--- src/hdl/rv32id_pkg.sv ---
// ----------------------------------------------------------------------------
// rv32id_pkg
// Shared types and constants for the RV32I instruction decoder.
// ----------------------------------------------------------------------------
package rv32id_pkg;

    // Major opcodes (full 7-bit field)
    localparam logic [6:0] OPC_LUI    = 7'h37;
    localparam logic [6:0] OPC_AUIPC  = 7'h17;
    localparam logic [6:0] OPC_JAL    = 7'h6F;
    localparam logic [6:0] OPC_JALR   = 7'h67;
    localparam logic [6:0] OPC_BRANCH = 7'h63;
    localparam logic [6:0] OPC_LOAD   = 7'h03;
    localparam logic [6:0] OPC_STORE  = 7'h23;
    localparam logic [6:0] OPC_OPIMM  = 7'h13;
    localparam logic [6:0] OPC_OP     = 7'h33;
    localparam logic [6:0] OPC_FENCE  = 7'h0F;
    localparam logic [6:0] OPC_SYSTEM = 7'h73;

    // funct7 of SUB / SRA / SRAI
    localparam logic [6:0] FUNCT7_ALT = 7'h20;
    localparam logic [6:0] FUNCT7_STD = 7'h00;

    // funct12 of ECALL / EBREAK
    localparam logic [11:0] FUNCT12_ECALL  = 12'h000;
    localparam logic [11:0] FUNCT12_EBREAK = 12'h001;

    typedef enum logic [3:0] {
        ST_OK     = 4'd0,
        ST_LOAD   = 4'd1,
        ST_FENCE  = 4'd2,
        ST_OPIMM  = 4'd3,
        ST_STORE  = 4'd4,
        ST_OP     = 4'd5,
        ST_BRANCH = 4'd6,
        ST_JALR   = 4'd7,
        ST_SYSTEM = 4'd8,
        ST_BADOP  = 4'd9
    } status_t;

    typedef enum logic [5:0] {
        ID_LUI    = 6'd0,
        ID_AUIPC  = 6'd1,
        ID_JAL    = 6'd2,
        ID_JALR   = 6'd3,
        ID_BEQ    = 6'd4,
        ID_BNE    = 6'd5,
        ID_BLT    = 6'd6,
        ID_BGE    = 6'd7,
        ID_BLTU   = 6'd8,
        ID_BGEU   = 6'd9,
        ID_LB     = 6'd10,
        ID_LH     = 6'd11,
        ID_LW     = 6'd12,
        ID_LBU    = 6'd13,
        ID_LHU    = 6'd14,
        ID_SB     = 6'd15,
        ID_SH     = 6'd16,
        ID_SW     = 6'd17,
        ID_ADDI   = 6'd18,
        ID_SLTI   = 6'd19,
        ID_SLTIU  = 6'd20,
        ID_XORI   = 6'd21,
        ID_ORI    = 6'd22,
        ID_ANDI   = 6'd23,
        ID_SLLI   = 6'd24,
        ID_SRLI   = 6'd25,
        ID_SRAI   = 6'd26,
        ID_ADD    = 6'd27,
        ID_SUB    = 6'd28,
        ID_SLL    = 6'd29,
        ID_SLT    = 6'd30,
        ID_SLTU   = 6'd31,
        ID_XOR    = 6'd32,
        ID_SRL    = 6'd33,
        ID_SRA    = 6'd34,
        ID_OR     = 6'd35,
        ID_AND    = 6'd36,
        ID_FENCE  = 6'd37,
        ID_FENCEI = 6'd38,
        ID_ECALL  = 6'd39,
        ID_EBREAK = 6'd40,
        ID_CSRRW  = 6'd41,
        ID_CSRRS  = 6'd42,
        ID_CSRRC  = 6'd43,
        ID_CSRRWI = 6'd44,
        ID_CSRRSI = 6'd45,
        ID_CSRRCI = 6'd46
    } op_id_t;

    // One decoded item
    typedef struct packed {
        status_t            status;
        op_id_t             op_id;
        logic [4:0]         dest_reg;
        logic [4:0]         src1_reg;
        logic [4:0]         src2_reg;
        logic signed [31:0] immediate;
    } dec_t;

    // Packed width of a decoded item on the output bus, and the bus width
    localparam int DEC_BITS  = 57;
    localparam int OUT_BYTES = (DEC_BITS + 7) / 8;
    localparam int OUT_BITS  = OUT_BYTES * 8;

endpackage

--- src/hdl/rv32id_decode.sv ---
// ----------------------------------------------------------------------------
// rv32id_decode
// Combinational RV32I field extraction, instruction lookup and error check.
// ----------------------------------------------------------------------------
module rv32id_decode
(
    input  logic [31:0]      word,
    output rv32id_pkg::dec_t dec
);

    logic [6:0]  opc;
    logic [4:0]  rd;
    logic [2:0]  f3;
    logic [4:0]  r1;
    logic [4:0]  r2;
    logic [6:0]  f7;
    logic [11:0] f12;
    logic [31:0] imm_i;
    logic [31:0] imm_s;
    logic [31:0] imm_b;
    logic [31:0] imm_j;
    logic [31:0] imm_u;
    rv32id_pkg::dec_t raw;

    assign opc   = word[6:0];
    assign rd    = word[11:7];
    assign f3    = word[14:12];
    assign r1    = word[19:15];
    assign r2    = word[24:20];
    assign f7    = word[31:25];
    assign f12   = word[31:20];
    assign imm_i = {{20{word[31]}}, word[31:20]};
    assign imm_s = {{20{word[31]}}, word[31:25], word[11:7]};
    assign imm_b = {{19{word[31]}}, word[31], word[7], word[30:25], word[11:8], 1'b0};
    assign imm_j = {{11{word[31]}}, word[31], word[19:12], word[20], word[30:21], 1'b0};
    assign imm_u = {word[31:12], 12'h000};

    always_comb
    begin
        raw           = '0;
        raw.status    = rv32id_pkg::ST_OK;
        raw.op_id     = rv32id_pkg::ID_LUI;
        case (opc)
            rv32id_pkg::OPC_LUI:
            begin
                raw.op_id     = rv32id_pkg::ID_LUI;
                raw.dest_reg  = rd;
                raw.immediate = imm_u;
            end
            rv32id_pkg::OPC_AUIPC:
            begin
                raw.op_id     = rv32id_pkg::ID_AUIPC;
                raw.dest_reg  = rd;
                raw.immediate = imm_u;
            end
            rv32id_pkg::OPC_JAL:
            begin
                raw.op_id     = rv32id_pkg::ID_JAL;
                raw.dest_reg  = rd;
                raw.immediate = imm_j;
            end
            rv32id_pkg::OPC_JALR:
            begin
                raw.op_id     = rv32id_pkg::ID_JALR;
                raw.dest_reg  = rd;
                raw.src1_reg  = r1;
                raw.immediate = imm_i;
                if (f3 != 3'd0)
                    raw.status = rv32id_pkg::ST_JALR;
            end
            rv32id_pkg::OPC_BRANCH:
            begin
                raw.src1_reg  = r1;
                raw.src2_reg  = r2;
                raw.immediate = imm_b;
                case (f3)
                    3'd0:    raw.op_id = rv32id_pkg::ID_BEQ;
                    3'd1:    raw.op_id = rv32id_pkg::ID_BNE;
                    3'd4:    raw.op_id = rv32id_pkg::ID_BLT;
                    3'd5:    raw.op_id = rv32id_pkg::ID_BGE;
                    3'd6:    raw.op_id = rv32id_pkg::ID_BLTU;
                    3'd7:    raw.op_id = rv32id_pkg::ID_BGEU;
                    default: raw.status = rv32id_pkg::ST_BRANCH;
                endcase
            end
            rv32id_pkg::OPC_LOAD:
            begin
                raw.dest_reg  = rd;
                raw.src1_reg  = r1;
                raw.immediate = imm_i;
                case (f3)
                    3'd0:    raw.op_id = rv32id_pkg::ID_LB;
                    3'd1:    raw.op_id = rv32id_pkg::ID_LH;
                    3'd2:    raw.op_id = rv32id_pkg::ID_LW;
                    3'd4:    raw.op_id = rv32id_pkg::ID_LBU;
                    3'd5:    raw.op_id = rv32id_pkg::ID_LHU;
                    default: raw.status = rv32id_pkg::ST_LOAD;
                endcase
            end
            rv32id_pkg::OPC_STORE:
            begin
                raw.src1_reg  = r1;
                raw.src2_reg  = r2;
                raw.immediate = imm_s;
                case (f3)
                    3'd0:    raw.op_id = rv32id_pkg::ID_SB;
                    3'd1:    raw.op_id = rv32id_pkg::ID_SH;
                    3'd2:    raw.op_id = rv32id_pkg::ID_SW;
                    default: raw.status = rv32id_pkg::ST_STORE;
                endcase
            end
            rv32id_pkg::OPC_OPIMM:
            begin
                raw.dest_reg  = rd;
                raw.src1_reg  = r1;
                raw.immediate = imm_i;
                case (f3)
                    3'd0:    raw.op_id = rv32id_pkg::ID_ADDI;
                    3'd2:    raw.op_id = rv32id_pkg::ID_SLTI;
                    3'd3:    raw.op_id = rv32id_pkg::ID_SLTIU;
                    3'd4:    raw.op_id = rv32id_pkg::ID_XORI;
                    3'd6:    raw.op_id = rv32id_pkg::ID_ORI;
                    3'd7:    raw.op_id = rv32id_pkg::ID_ANDI;
                    3'd1:
                    begin
                        // shift amount replaces the immediate
                        raw.op_id     = rv32id_pkg::ID_SLLI;
                        raw.immediate = {27'd0, r2};
                        if (f7 != rv32id_pkg::FUNCT7_STD)
                            raw.status = rv32id_pkg::ST_OPIMM;
                    end
                    default:
                    begin
                        raw.immediate = {27'd0, r2};
                        if (f7 == rv32id_pkg::FUNCT7_STD)
                            raw.op_id = rv32id_pkg::ID_SRLI;
                        else if (f7 == rv32id_pkg::FUNCT7_ALT)
                            raw.op_id = rv32id_pkg::ID_SRAI;
                        else
                            raw.status = rv32id_pkg::ST_OPIMM;
                    end
                endcase
            end
            rv32id_pkg::OPC_OP:
            begin
                raw.dest_reg = rd;
                raw.src1_reg = r1;
                raw.src2_reg = r2;
                if (f7 == rv32id_pkg::FUNCT7_STD)
                begin
                    case (f3)
                        3'd0:    raw.op_id = rv32id_pkg::ID_ADD;
                        3'd1:    raw.op_id = rv32id_pkg::ID_SLL;
                        3'd2:    raw.op_id = rv32id_pkg::ID_SLT;
                        3'd3:    raw.op_id = rv32id_pkg::ID_SLTU;
                        3'd4:    raw.op_id = rv32id_pkg::ID_XOR;
                        3'd5:    raw.op_id = rv32id_pkg::ID_SRL;
                        3'd6:    raw.op_id = rv32id_pkg::ID_OR;
                        default: raw.op_id = rv32id_pkg::ID_AND;
                    endcase
                end
                else if (f7 == rv32id_pkg::FUNCT7_ALT && f3 == 3'd0)
                    raw.op_id = rv32id_pkg::ID_SUB;
                else if (f7 == rv32id_pkg::FUNCT7_ALT && f3 == 3'd5)
                    raw.op_id = rv32id_pkg::ID_SRA;
                else
                    raw.status = rv32id_pkg::ST_OP;
            end
            rv32id_pkg::OPC_FENCE:
            begin
                case (f3)
                    3'd0:
                    begin
                        // pred and succ only
                        raw.op_id     = rv32id_pkg::ID_FENCE;
                        raw.immediate = {24'd0, word[27:20]};
                    end
                    3'd1:    raw.op_id = rv32id_pkg::ID_FENCEI;
                    default: raw.status = rv32id_pkg::ST_FENCE;
                endcase
            end
            rv32id_pkg::OPC_SYSTEM:
            begin
                raw.dest_reg  = rd;
                raw.src1_reg  = r1;
                raw.immediate = {20'd0, f12};
                case (f3)
                    3'd0:
                    begin
                        raw.dest_reg  = 5'd0;
                        raw.src1_reg  = 5'd0;
                        raw.immediate = '0;
                        if (rd != 5'd0 || r1 != 5'd0)
                            raw.status = rv32id_pkg::ST_SYSTEM;
                        else if (f12 == rv32id_pkg::FUNCT12_ECALL)
                            raw.op_id = rv32id_pkg::ID_ECALL;
                        else if (f12 == rv32id_pkg::FUNCT12_EBREAK)
                            raw.op_id = rv32id_pkg::ID_EBREAK;
                        else
                            raw.status = rv32id_pkg::ST_SYSTEM;
                    end
                    3'd1:    raw.op_id = rv32id_pkg::ID_CSRRW;
                    3'd2:    raw.op_id = rv32id_pkg::ID_CSRRS;
                    3'd3:    raw.op_id = rv32id_pkg::ID_CSRRC;
                    3'd5:    raw.op_id = rv32id_pkg::ID_CSRRWI;
                    3'd6:    raw.op_id = rv32id_pkg::ID_CSRRSI;
                    3'd7:    raw.op_id = rv32id_pkg::ID_CSRRCI;
                    default: raw.status = rv32id_pkg::ST_SYSTEM;
                endcase
            end
            default: raw.status = rv32id_pkg::ST_BADOP;
        endcase
    end

    // Any error clears the whole payload
    always_comb
    begin
        dec = raw;
        if (raw.status != rv32id_pkg::ST_OK)
        begin
            dec        = '0;
            dec.status = raw.status;
        end
    end

endmodule

--- src/hdl/rv32i_instruction_decoder.sv ---
// ----------------------------------------------------------------------------
// rv32i_instruction_decoder
// Streaming RV32I decoder: one instruction word in, one decoded item out.
// ----------------------------------------------------------------------------
// Path: an accepted word passes the input register, the decode logic and the
//   result register, which presents the decoded item on the output bus.
// Throughput: 1 item per cycle; both stages advance together whenever the
//   result register is empty or being drained.
// Reset: rst_n clears both stage valid flags; payload registers are not reset.
// ----------------------------------------------------------------------------
module rv32i_instruction_decoder
(
    input  logic                            clk,
    input  logic                            rst_n,

    input  logic                            s_axis_tvalid,
    output logic                            s_axis_tready,
    // [31:0] instr_word
    input  logic [31:0]                     s_axis_tdata,

    output logic                            m_axis_tvalid,
    input  logic                            m_axis_tready,
    // [3:0] status, [9:4] op_id, [14:10] dest_reg, [19:15] src1_reg,
    // [24:20] src2_reg, [56:25] immediate, [63:57] zero
    output logic [rv32id_pkg::OUT_BITS-1:0] m_axis_tdata
);

    // Input stage: holds the raw instruction word
    logic        in_valid_reg;
    logic        in_valid_next;
    logic [31:0] in_word_reg;

    // Result stage: holds the decoded item
    logic              out_valid_reg;
    logic              out_valid_next;
    rv32id_pkg::dec_t  out_dec_reg;
    rv32id_pkg::dec_t  dec;

    logic out_ready;
    logic in_ready;
    logic in_take;
    logic out_load;

    // Result register frees up when empty or drained this cycle; the input
    // stage advances into it under the same condition.
    assign out_ready = !out_valid_reg || m_axis_tready;
    assign in_ready  = !in_valid_reg || out_ready;
    assign in_take   = s_axis_tvalid && in_ready;
    assign out_load  = in_valid_reg && out_ready;

    assign s_axis_tready = in_ready;

    always_comb
    begin
        in_valid_next = in_valid_reg;
        if (in_ready)
            in_valid_next = s_axis_tvalid;

        out_valid_next = out_valid_reg;
        if (out_ready)
            out_valid_next = in_valid_reg;
    end

    always_ff @(posedge clk or negedge rst_n)
    begin
        if (!rst_n)
        begin
            in_valid_reg  <= 1'b0;
            out_valid_reg <= 1'b0;
        end
        else
        begin
            in_valid_reg  <= in_valid_next;
            out_valid_reg <= out_valid_next;
        end
    end

    // Capture the word on acceptance
    always_ff @(posedge clk)
    begin
        if (in_take)
            in_word_reg <= s_axis_tdata;
    end

    rv32id_decode u_decode
    (
        .word (in_word_reg),
        .dec  (dec)
    );

    // Load the decoded item when the input stage advances
    always_ff @(posedge clk)
    begin
        if (out_load)
            out_dec_reg <= dec;
    end

    assign m_axis_tvalid = out_valid_reg;
    assign m_axis_tdata  = {
        {(rv32id_pkg::OUT_BITS - rv32id_pkg::DEC_BITS){1'b0}},
        out_dec_reg.immediate,
        out_dec_reg.src2_reg,
        out_dec_reg.src1_reg,
        out_dec_reg.dest_reg,
        out_dec_reg.op_id,
        out_dec_reg.status
    };

    // An accepted word always lands in the input stage
    assert property (@(posedge clk) disable iff (!rst_n)
        s_axis_tvalid && s_axis_tready |=> in_valid_reg)
        else $error("accepted item not held in input stage");

    // A word in the input stage moves on when the result side can take it
    assert property (@(posedge clk) disable iff (!rst_n)
        in_valid_reg && out_ready |=> out_valid_reg)
        else $error("input stage did not advance");

    // Error results carry an all-zero payload
    assert property (@(posedge clk) disable iff (!rst_n)
        out_valid_reg && out_dec_reg.status != rv32id_pkg::ST_OK
        |-> out_dec_reg.op_id == rv32id_pkg::ID_LUI && out_dec_reg.dest_reg == 5'd0
            && out_dec_reg.src1_reg == 5'd0 && out_dec_reg.src2_reg == 5'd0
            && out_dec_reg.immediate == 32'sd0)
        else $error("error result with nonzero payload");

    // A stalled result stays put
    assert property (@(posedge clk) disable iff (!rst_n)
        out_valid_reg && !m_axis_tready |=> out_valid_reg && $stable(out_dec_reg))
        else $error("stalled result changed");

endmodule
--- config.mk ---
export PLATFORM = sky130hd
export DESIGN_NAME = rv32i_instruction_decoder
export DESIGN_NICKNAME = d
export VERILOG_FILES = /design/src/hdl/rv32id_pkg.sv /design/src/hdl/rv32id_decode.sv /design/src/hdl/rv32i_instruction_decoder.sv
export SDC_FILE = /design/constraint.sdc
export NUM_CORES = 1
export LEC_CHECK = 0
export BUFFER_PORTS_ARGS = -buffer_cell sky130_fd_sc_hd__buf_4
export CAP_MARGIN = 20
export CORE_MARGIN = 3
export CORE_UTILIZATION = 54
export DETAILED_ROUTE_END_ITERATION = 8
export PLACE_DENSITY = 0.8
export SETUP_SLACK_MARGIN = 0.15
export SYNTH_ARGS = -nofsm -noshare
export SYNTH_HDL_FRONTEND = slang
export SYNTH_SLANG_ARGS = --single-unit
--- constraint.sdc ---
create_clock -name clk -period 2.5 [get_ports clk]
set_input_delay 0.25 -clock clk [delete_from_list [all_inputs] [get_ports clk]]
set_output_delay 0.25 -clock clk [all_outputs]
set_load 0.005 [all_outputs]
==> flow_metrics.tcl, run 1 <==
set metrics [dict create \
    grt_pass1_vias 3770 \
    cp_data_required_time_ns 2.72 \
    yosysSeqAreaShare_pct 59.68 \
    htreeDepth 3 \
    gr-usage-all-layers_pct 26.25 \
    synthXorXnorAreaFrac_pct 0.3840 \
    setup_viol 0 \
    max_stage_delay_ns 0.51 \
    overflow 0 \
    synth-adder-area-share_pct 0 \
    cts.sinks 91 \
    synth-edff-count 89 \
    finalInstanceArea_um2 5888 \
    grt_pass1_wl_mm 19.89 \
    start_util_pct 57.26 \
    synth_top_family_by_area "simple AND/OR/NAND/NOR gates" \
    power_mw 3.341 \
    numCtsBuffers 9 \
    nNetsFinal 561 \
    synthMuxAreaShare_pct 0.4663 \
    maxSlewViolCount 0 \
    max-slew-margin-rel_pct 51.37 \
    fp-row-count 32 \
    critical_path_arrival_ns 2.49 \
    utilization_pct 73.90 \
    p_clk_share_pct 31.5 \
    fin_crit_sh_pct 90.85 \
    yosysUniqueCellTypes 64 \
    p_per_area_nw_per_um2 567.4 \
    synth_compound_area_share_pct 15.30 \
    worst_skew_pair.late_latency_ns 0.36 \
    async_reset_ff_share_pct 2.198 \
    synthSimpleGateAreaFrac_pct 19.25 \
    cts_root_buf "clkbuf_8" \
    critical_path_class "flip-flop to flip-flop" \
    ys_warn_count 0 \
    seqPwrFrac_pct 55.0 \
    wl_mm 13.15 \
    io-pin-count 102 \
    p_sw_mw 0.8699 \
    via_count 3950 \
    synthesis.area_um2 4562 \
    pre_cts_slack_ns 0.08639 \
    min_path_type "primary input to flip-flop" \
    first_pass_iters 5 \
    synth-main-ff-cell "edfxtp_1" \
    drive_above_1_share_pct 33.40 \
    fillers 539 \
    cts_tree "yes" \
    leakagePower_nw 2.262 \
    dp.cells 605 \
    die_height_um 97.91 \
    routed_via_density 6.250 \
    status "finished clean" \
    hold_slack_ns 0.05552 \
    postSynthCellCount 404 \
    finalHoldViolCount 0 \
    clock_path_buffers 2 \
    rsz0062_at_grt "false" \
    dieArea_um2 9586 \
    dpl.hpwl_mm 8.958 \
    core_area_um2 7968 \
    die_x_um 97.91 \
    drt_iter0_drc 450 \
    crit_path_top_delay_cell "edfxtp_1" \
    setup_ws_ns 0.2288 \
    io_buffers 94 \
    setup-tns-final_ns 0 \
    antenna_found_initial 0 \
    final_cells 632 \
    start_kind "flip-flop" \
    min_period_ns 2.271 \
    swShare_pct 26.04 \
    drc 0 \
    clock_skew_ns 0.01336 \
    largest_reg_flops 57 \
    grt_max_degree 58 \
    place.gp.congestion 1.054 \
    placed_area_um2 5532 \
    tightestPinTransition_ns 0.7251 \
    ant_nets 0 \
    num_antenna_cells 0 \
    synth_seq_cells 91 \
    comb_power_share_pct 13.5 \
    cap_violations 0 \
    crit_chain "nor4_1 > nand4_1 > o311ai_4 > o211a_4 > and3_4 > and3_1" \
    vdd_drop_max_mv 0.5135 \
    areaGrowthSynthToFinish_pct 29.07 \
    syn_avg_cell_area_um2 11.29 \
    path_clk_slew_ns 0.10 \
    post_drt_wl_per_cell_um 20.80 \
    p_int_mw 2.471 \
    end_kind "flip-flop" \
    crit_fanout 11 \
    fmax_mhz 440.3 \
]
[synth_stat cells (3+ instances only)]
cell	instances	share of area (%)
and3_1	22	3.0
buf_2	11	1.2
nand2b_1	7	0.96
o21ai_0	16	1.8
a31oi_1	5	0.69
nor3_2	3	0.66
a2111oi_0	4	0.77
or3_1	6	0.82
nor4_1	9	1.2
clkbuf_1	13	1.1
buf_4	7	1.2
inv_1	5	0.41
edfxtp_1	89	59
o21bai_1	3	0.49
o21a_1	6	0.99
nand3_1	4	0.44
nor2b_1	8	1.1
nand4_1	5	0.69
buf_1	3	0.25
buf_6	3	0.74
nor3_1	7	0.77
nand2_1	44	3.6
and2_1	4	0.55
a21oi_1	42	4.6
nor2_1	25	2.1
o22ai_1	4	0.55
[final timing paths]
check / startpoint / to / slack, ns / cells after the start
hold / removal: s_axis_tdata[8] / in_word_reg[8]$_DFFE_PP_ / 0.06 / 1
setup reg to reg: in_word_reg[23]$_DFFE_PP_ / m_axis_tdata[13]$_SDFFCE_PP0P_ / 0.23 / 6
setup / recovery: in_word_reg[23]$_DFFE_PP_ / m_axis_tdata[13]$_SDFFCE_PP0P_ / 0.23 / 6
hold reg to reg: in_valid_reg$_DFFE_PN0N_ / m_axis_tvalid$_DFFE_PN0P_ / 0.51 / 1
min in group asynchronous: rst_n / in_valid_reg$_DFFE_PN0N_ / 0.22 / 2
max in group asynchronous: rst_n / m_axis_tvalid$_DFFE_PN0P_ / 2.19 / 2
[cell type report]
cell class                      instances  area (um2)  share of cell area, %
Clock buffer                            9       123.9                  2.104
Clock inverter                          7       91.34                  1.551
Inverter                                5       18.77                 0.3187
Multi-Input combinational cell        279        1720                  29.22
Sequential cell                        91        2723                  46.24
Tap cell                              102       127.6                  2.167
Timing Repair Buffer                  139        1084                  18.40
[worst max-delay path, delay by kind of cell (launching register included)]
family,cells,cell delay [ns]
flip-flops,1,0.51
AND/OR/NAND/NOR,4,1.04
AO/OA/AOI/OAI,2,0.59
[logic make-up (layout without fill, tap and decap cells)]
kind of cell | Yosys count | after routing
AO/OA/AOI/OAI | 105 | 105
XOR/XNOR | 2 | 2
buffers and inverters | 42 | 160
flip-flops | 91 | 91
multiplexers | 2 | 2
other | 1 | 7
AND/OR/NAND/NOR | 161 | 163
[placed cells by master, fill, tap and decap left out, types with 4 or more instances in the layout]
cell and n:
nand4_1 5, o22ai_1 4, edfxtp_1 89, nand2b_1 7, buf_4 135, a21oi_1 41
a31oi_1 5, clkbuf_8 9, nand3_1 4, nand2_1 44, nor2_1 25, nor2b_1 7
o21ai_0 16, nor4_1 6, o21a_1 6, nor3_1 7, and3_1 22, conb_1 7
or3_1 6, inv_1 5
[metal layers]
layer / vias to the layer above / track usage, % / share of wire [%]
met5: - / 0 / 0
met3: 38 / 5.286 / 10
met1: 1862 / 36.08 / 39
met4: 0 / 10.01 / 3.1
met2: 290 / 41.41 / 47
li1: 1760 / - / -
[power groups by stage]
stage / clock network [mW] / logic (mW) / registers, mW
finish: 1.05 / 0.451 / 1.84
global route: 1.13 / 0.482 / 1.85
CTS: 1.07 / 0.430 / 1.83
detailed placement: 0 / 0.421 / 1.87
global placement: 0 / 0.418 / 1.87
floorplan: 0 / 0.203 / 1.86
[timing repair]
item,4_1_cts,5_1_grt
pin swaps,0,3
setup endpoints to repair,46,50
hold buffers,1,0
cloned,0,2
setup buffers,3,5
resized for setup,0,10
endpoints found under the hold margin,2,0
Power figures use the tool's default switching activity.
==> run 2: changes to the inputs <==
Settings changed: CAP_MARGIN 20 to 25, CORE_UTILIZATION 54 to 49, PLACE_DENSITY 0.8 to 0.73.
==> flow_metrics.tcl, run 2 (synthesized netlist as in run 1, its figures left out) <==
set metrics [dict create \
    rsz0062_at_grt "true" \
    crit_path_top_delay_cell "edfxtp_1" \
    first_pass_iters 6 \
    nNetsFinal 557 \
    p_sw_mw 0.8104 \
    io-pin-count 102 \
    leakagePower_nw 2.225 \
    p_clk_share_pct 30.4 \
    grt_pass1_vias 3475 \
    maxSlewViolCount 0 \
    layout_common_cells "133 x buf_4, 89 x edfxtp_1, 44 x nand2_1" \
    numCtsBuffers 9 \
    io_buffers 94 \
    critical_path_class "flip-flop to flip-flop" \
    max_stage_delay_ns 0.51 \
    post_drt_wl_per_cell_um 19.28 \
    start_util_pct 51.31 \
    setup_viol 0 \
    die_height_um 102.5 \
    overflow 0 \
    dpl.hpwl_mm 8.707 \
    htreeDepth 3 \
    fmax_mhz 442.0 \
    grt_pass1_wl_mm 18.46 \
    path_clk_slew_ns 0.09 \
    setup_ws_ns 0.2374 \
    num_antenna_cells 0 \
    p_int_mw 2.448 \
    worst_skew_pair.late_latency_ns 0.36 \
    min_period_ns 2.263 \
    areaGrowthSynthToFinish_pct 27.65 \
    critical_path_arrival_ns 2.46 \
    crit_fanout 7 \
    start_kind "flip-flop" \
    core_area_um2 8891 \
    drt_iter0_drc 358 \
    fin_crit_sh_pct 90.50 \
    status "finished clean" \
    cts_tree "yes" \
    cap_violations 0 \
    comb_power_share_pct 13.2 \
    max-slew-margin-rel_pct 63.08 \
    drc 0 \
    routed_via_density 5.954 \
    crit_family "compound AO/OA/AOI/OAI gates" \
    power_mw 3.258 \
    via_count 3775 \
    pre_cts_slack_ns 0.1974 \
    finalHoldViolCount 0 \
    tightestPinTransition_ns 0.5505 \
    seqPwrFrac_pct 56.4 \
    cp_data_required_time_ns 2.70 \
    gr-usage-all-layers_pct 22.97 \
    crit_chain "buf_4 > buf_4 > or3_1 > a21oi_1 > o21a_1 > a31o_2 > o21ai_0 > a21oi_1" \
    min_path_type "primary input to flip-flop" \
    crit_buf_inv 2 \
    dieArea_um2 10500 \
    grt_max_degree 58 \
    antenna_found_initial 0 \
    drive_above_1_share_pct 32.51 \
    clock_path_buffers 2 \
    swShare_pct 24.87 \
    fp-row-count 34 \
    place.gp.congestion 0.9617 \
    setup-tns-final_ns 0 \
    ant_nets 0 \
    end_kind "flip-flop" \
    vdd_drop_max_mv 0.3015 \
    p_per_area_nw_per_um2 559.5 \
    utilization_pct 65.49 \
    cts_root_buf "clkbuf_8" \
    die_x_um 102.5 \
    clock_skew_ns 0.01280 \
    wl_mm 12.22 \
    final_common_cell "buf_4" \
    cts.sinks 91 \
    fillers 683 \
    largest_reg_flops 57 \
]
-- run 2: path summary, 6_finish.rpt --
check	startpoint	end	slack [ns]	depth (start not counted)
min	s_axis_tdata[27]	in_word_reg[27]$_DFFE_PP_	0.06	1
max	in_word_reg[5]$_DFFE_PP_	m_axis_tdata[27]$_SDFFCE_PP0P_	0.24	8
min reg2reg	in_valid_reg$_DFFE_PN0N_	m_axis_tvalid$_DFFE_PN0P_	0.50	1
min in group asynchronous	rst_n	m_axis_tvalid$_DFFE_PN0P_	0.19	2
max in group asynchronous	rst_n	in_valid_reg$_DFFE_PN0N_	2.23	2
max reg2reg	in_word_reg[5]$_DFFE_PP_	m_axis_tdata[27]$_SDFFCE_PP0P_	0.24	8
-- run 2: layout make-up --
type | instances | area, um2 | area share (%)
Clock buffer | 10 | 127.6 | 2.192
Clock inverter | 6 | 71.32 | 1.225
Inverter | 5 | 18.77 | 0.3223
Multi-Input combinational cell | 279 | 1719 | 29.52
Sequential cell | 91 | 2723 | 46.76
Tap cell | 108 | 135.1 | 2.321
Timing Repair Buffer | 135 | 1028 | 17.66
-- run 2: worst reg2reg max path: cells and delay by family (launching register included) --
kind	cells	cell delay [ns]
compound gates	5	0.91
simple gates	1	0.36
buf+inv	2	0.32
flops	1	0.51
-- run 2: what timing repair did --
action,4_1_cts,5_1_grt
endpoints found under the hold margin,2,0
buffers inserted,0,4
setup endpoints to repair,0,49
hold buffers,1,0
gates resized for setup,0,11
-- run 2: layer usage --
| layer | track usage, % | wire length [um] | share of wire (%) |
|---|---|---|---|
| met4 | 5.348 | 157 | 1.3 |
| met1 | 32.43 | 5132 | 42 |
| met2 | 35.80 | 5790 | 47 |
| met3 | 6.225 | 1141 | 9.3 |
| met5 | 0 | 0 | 0 |
-- run 2: power groups by stage --
stage | sequential (mW) | combinational (mW) | clock (mW)
after CTS | 1.84 | 0.412 | 1.01
after global placement | 1.87 | 0.405 | 0
after global routing | 1.85 | 0.469 | 1.07
after floorplan | 1.86 | 0.203 | 0
after detailed placement | 1.87 | 0.409 | 0
final | 1.84 | 0.430 | 0.991
-- run 2: through the flow --
stage          instance area, um2  cells  hold WS [ns]
2_1_floorplan                4584    410      -0.04559
3_3_place_gp                 5508    611       0.03296
3_5_place_dp                 5508    611       0.03413
4_1_cts                      5717    628       0.04647
5_1_grt                      5823    634       0.03614
6_report                     5823    634       0.06027
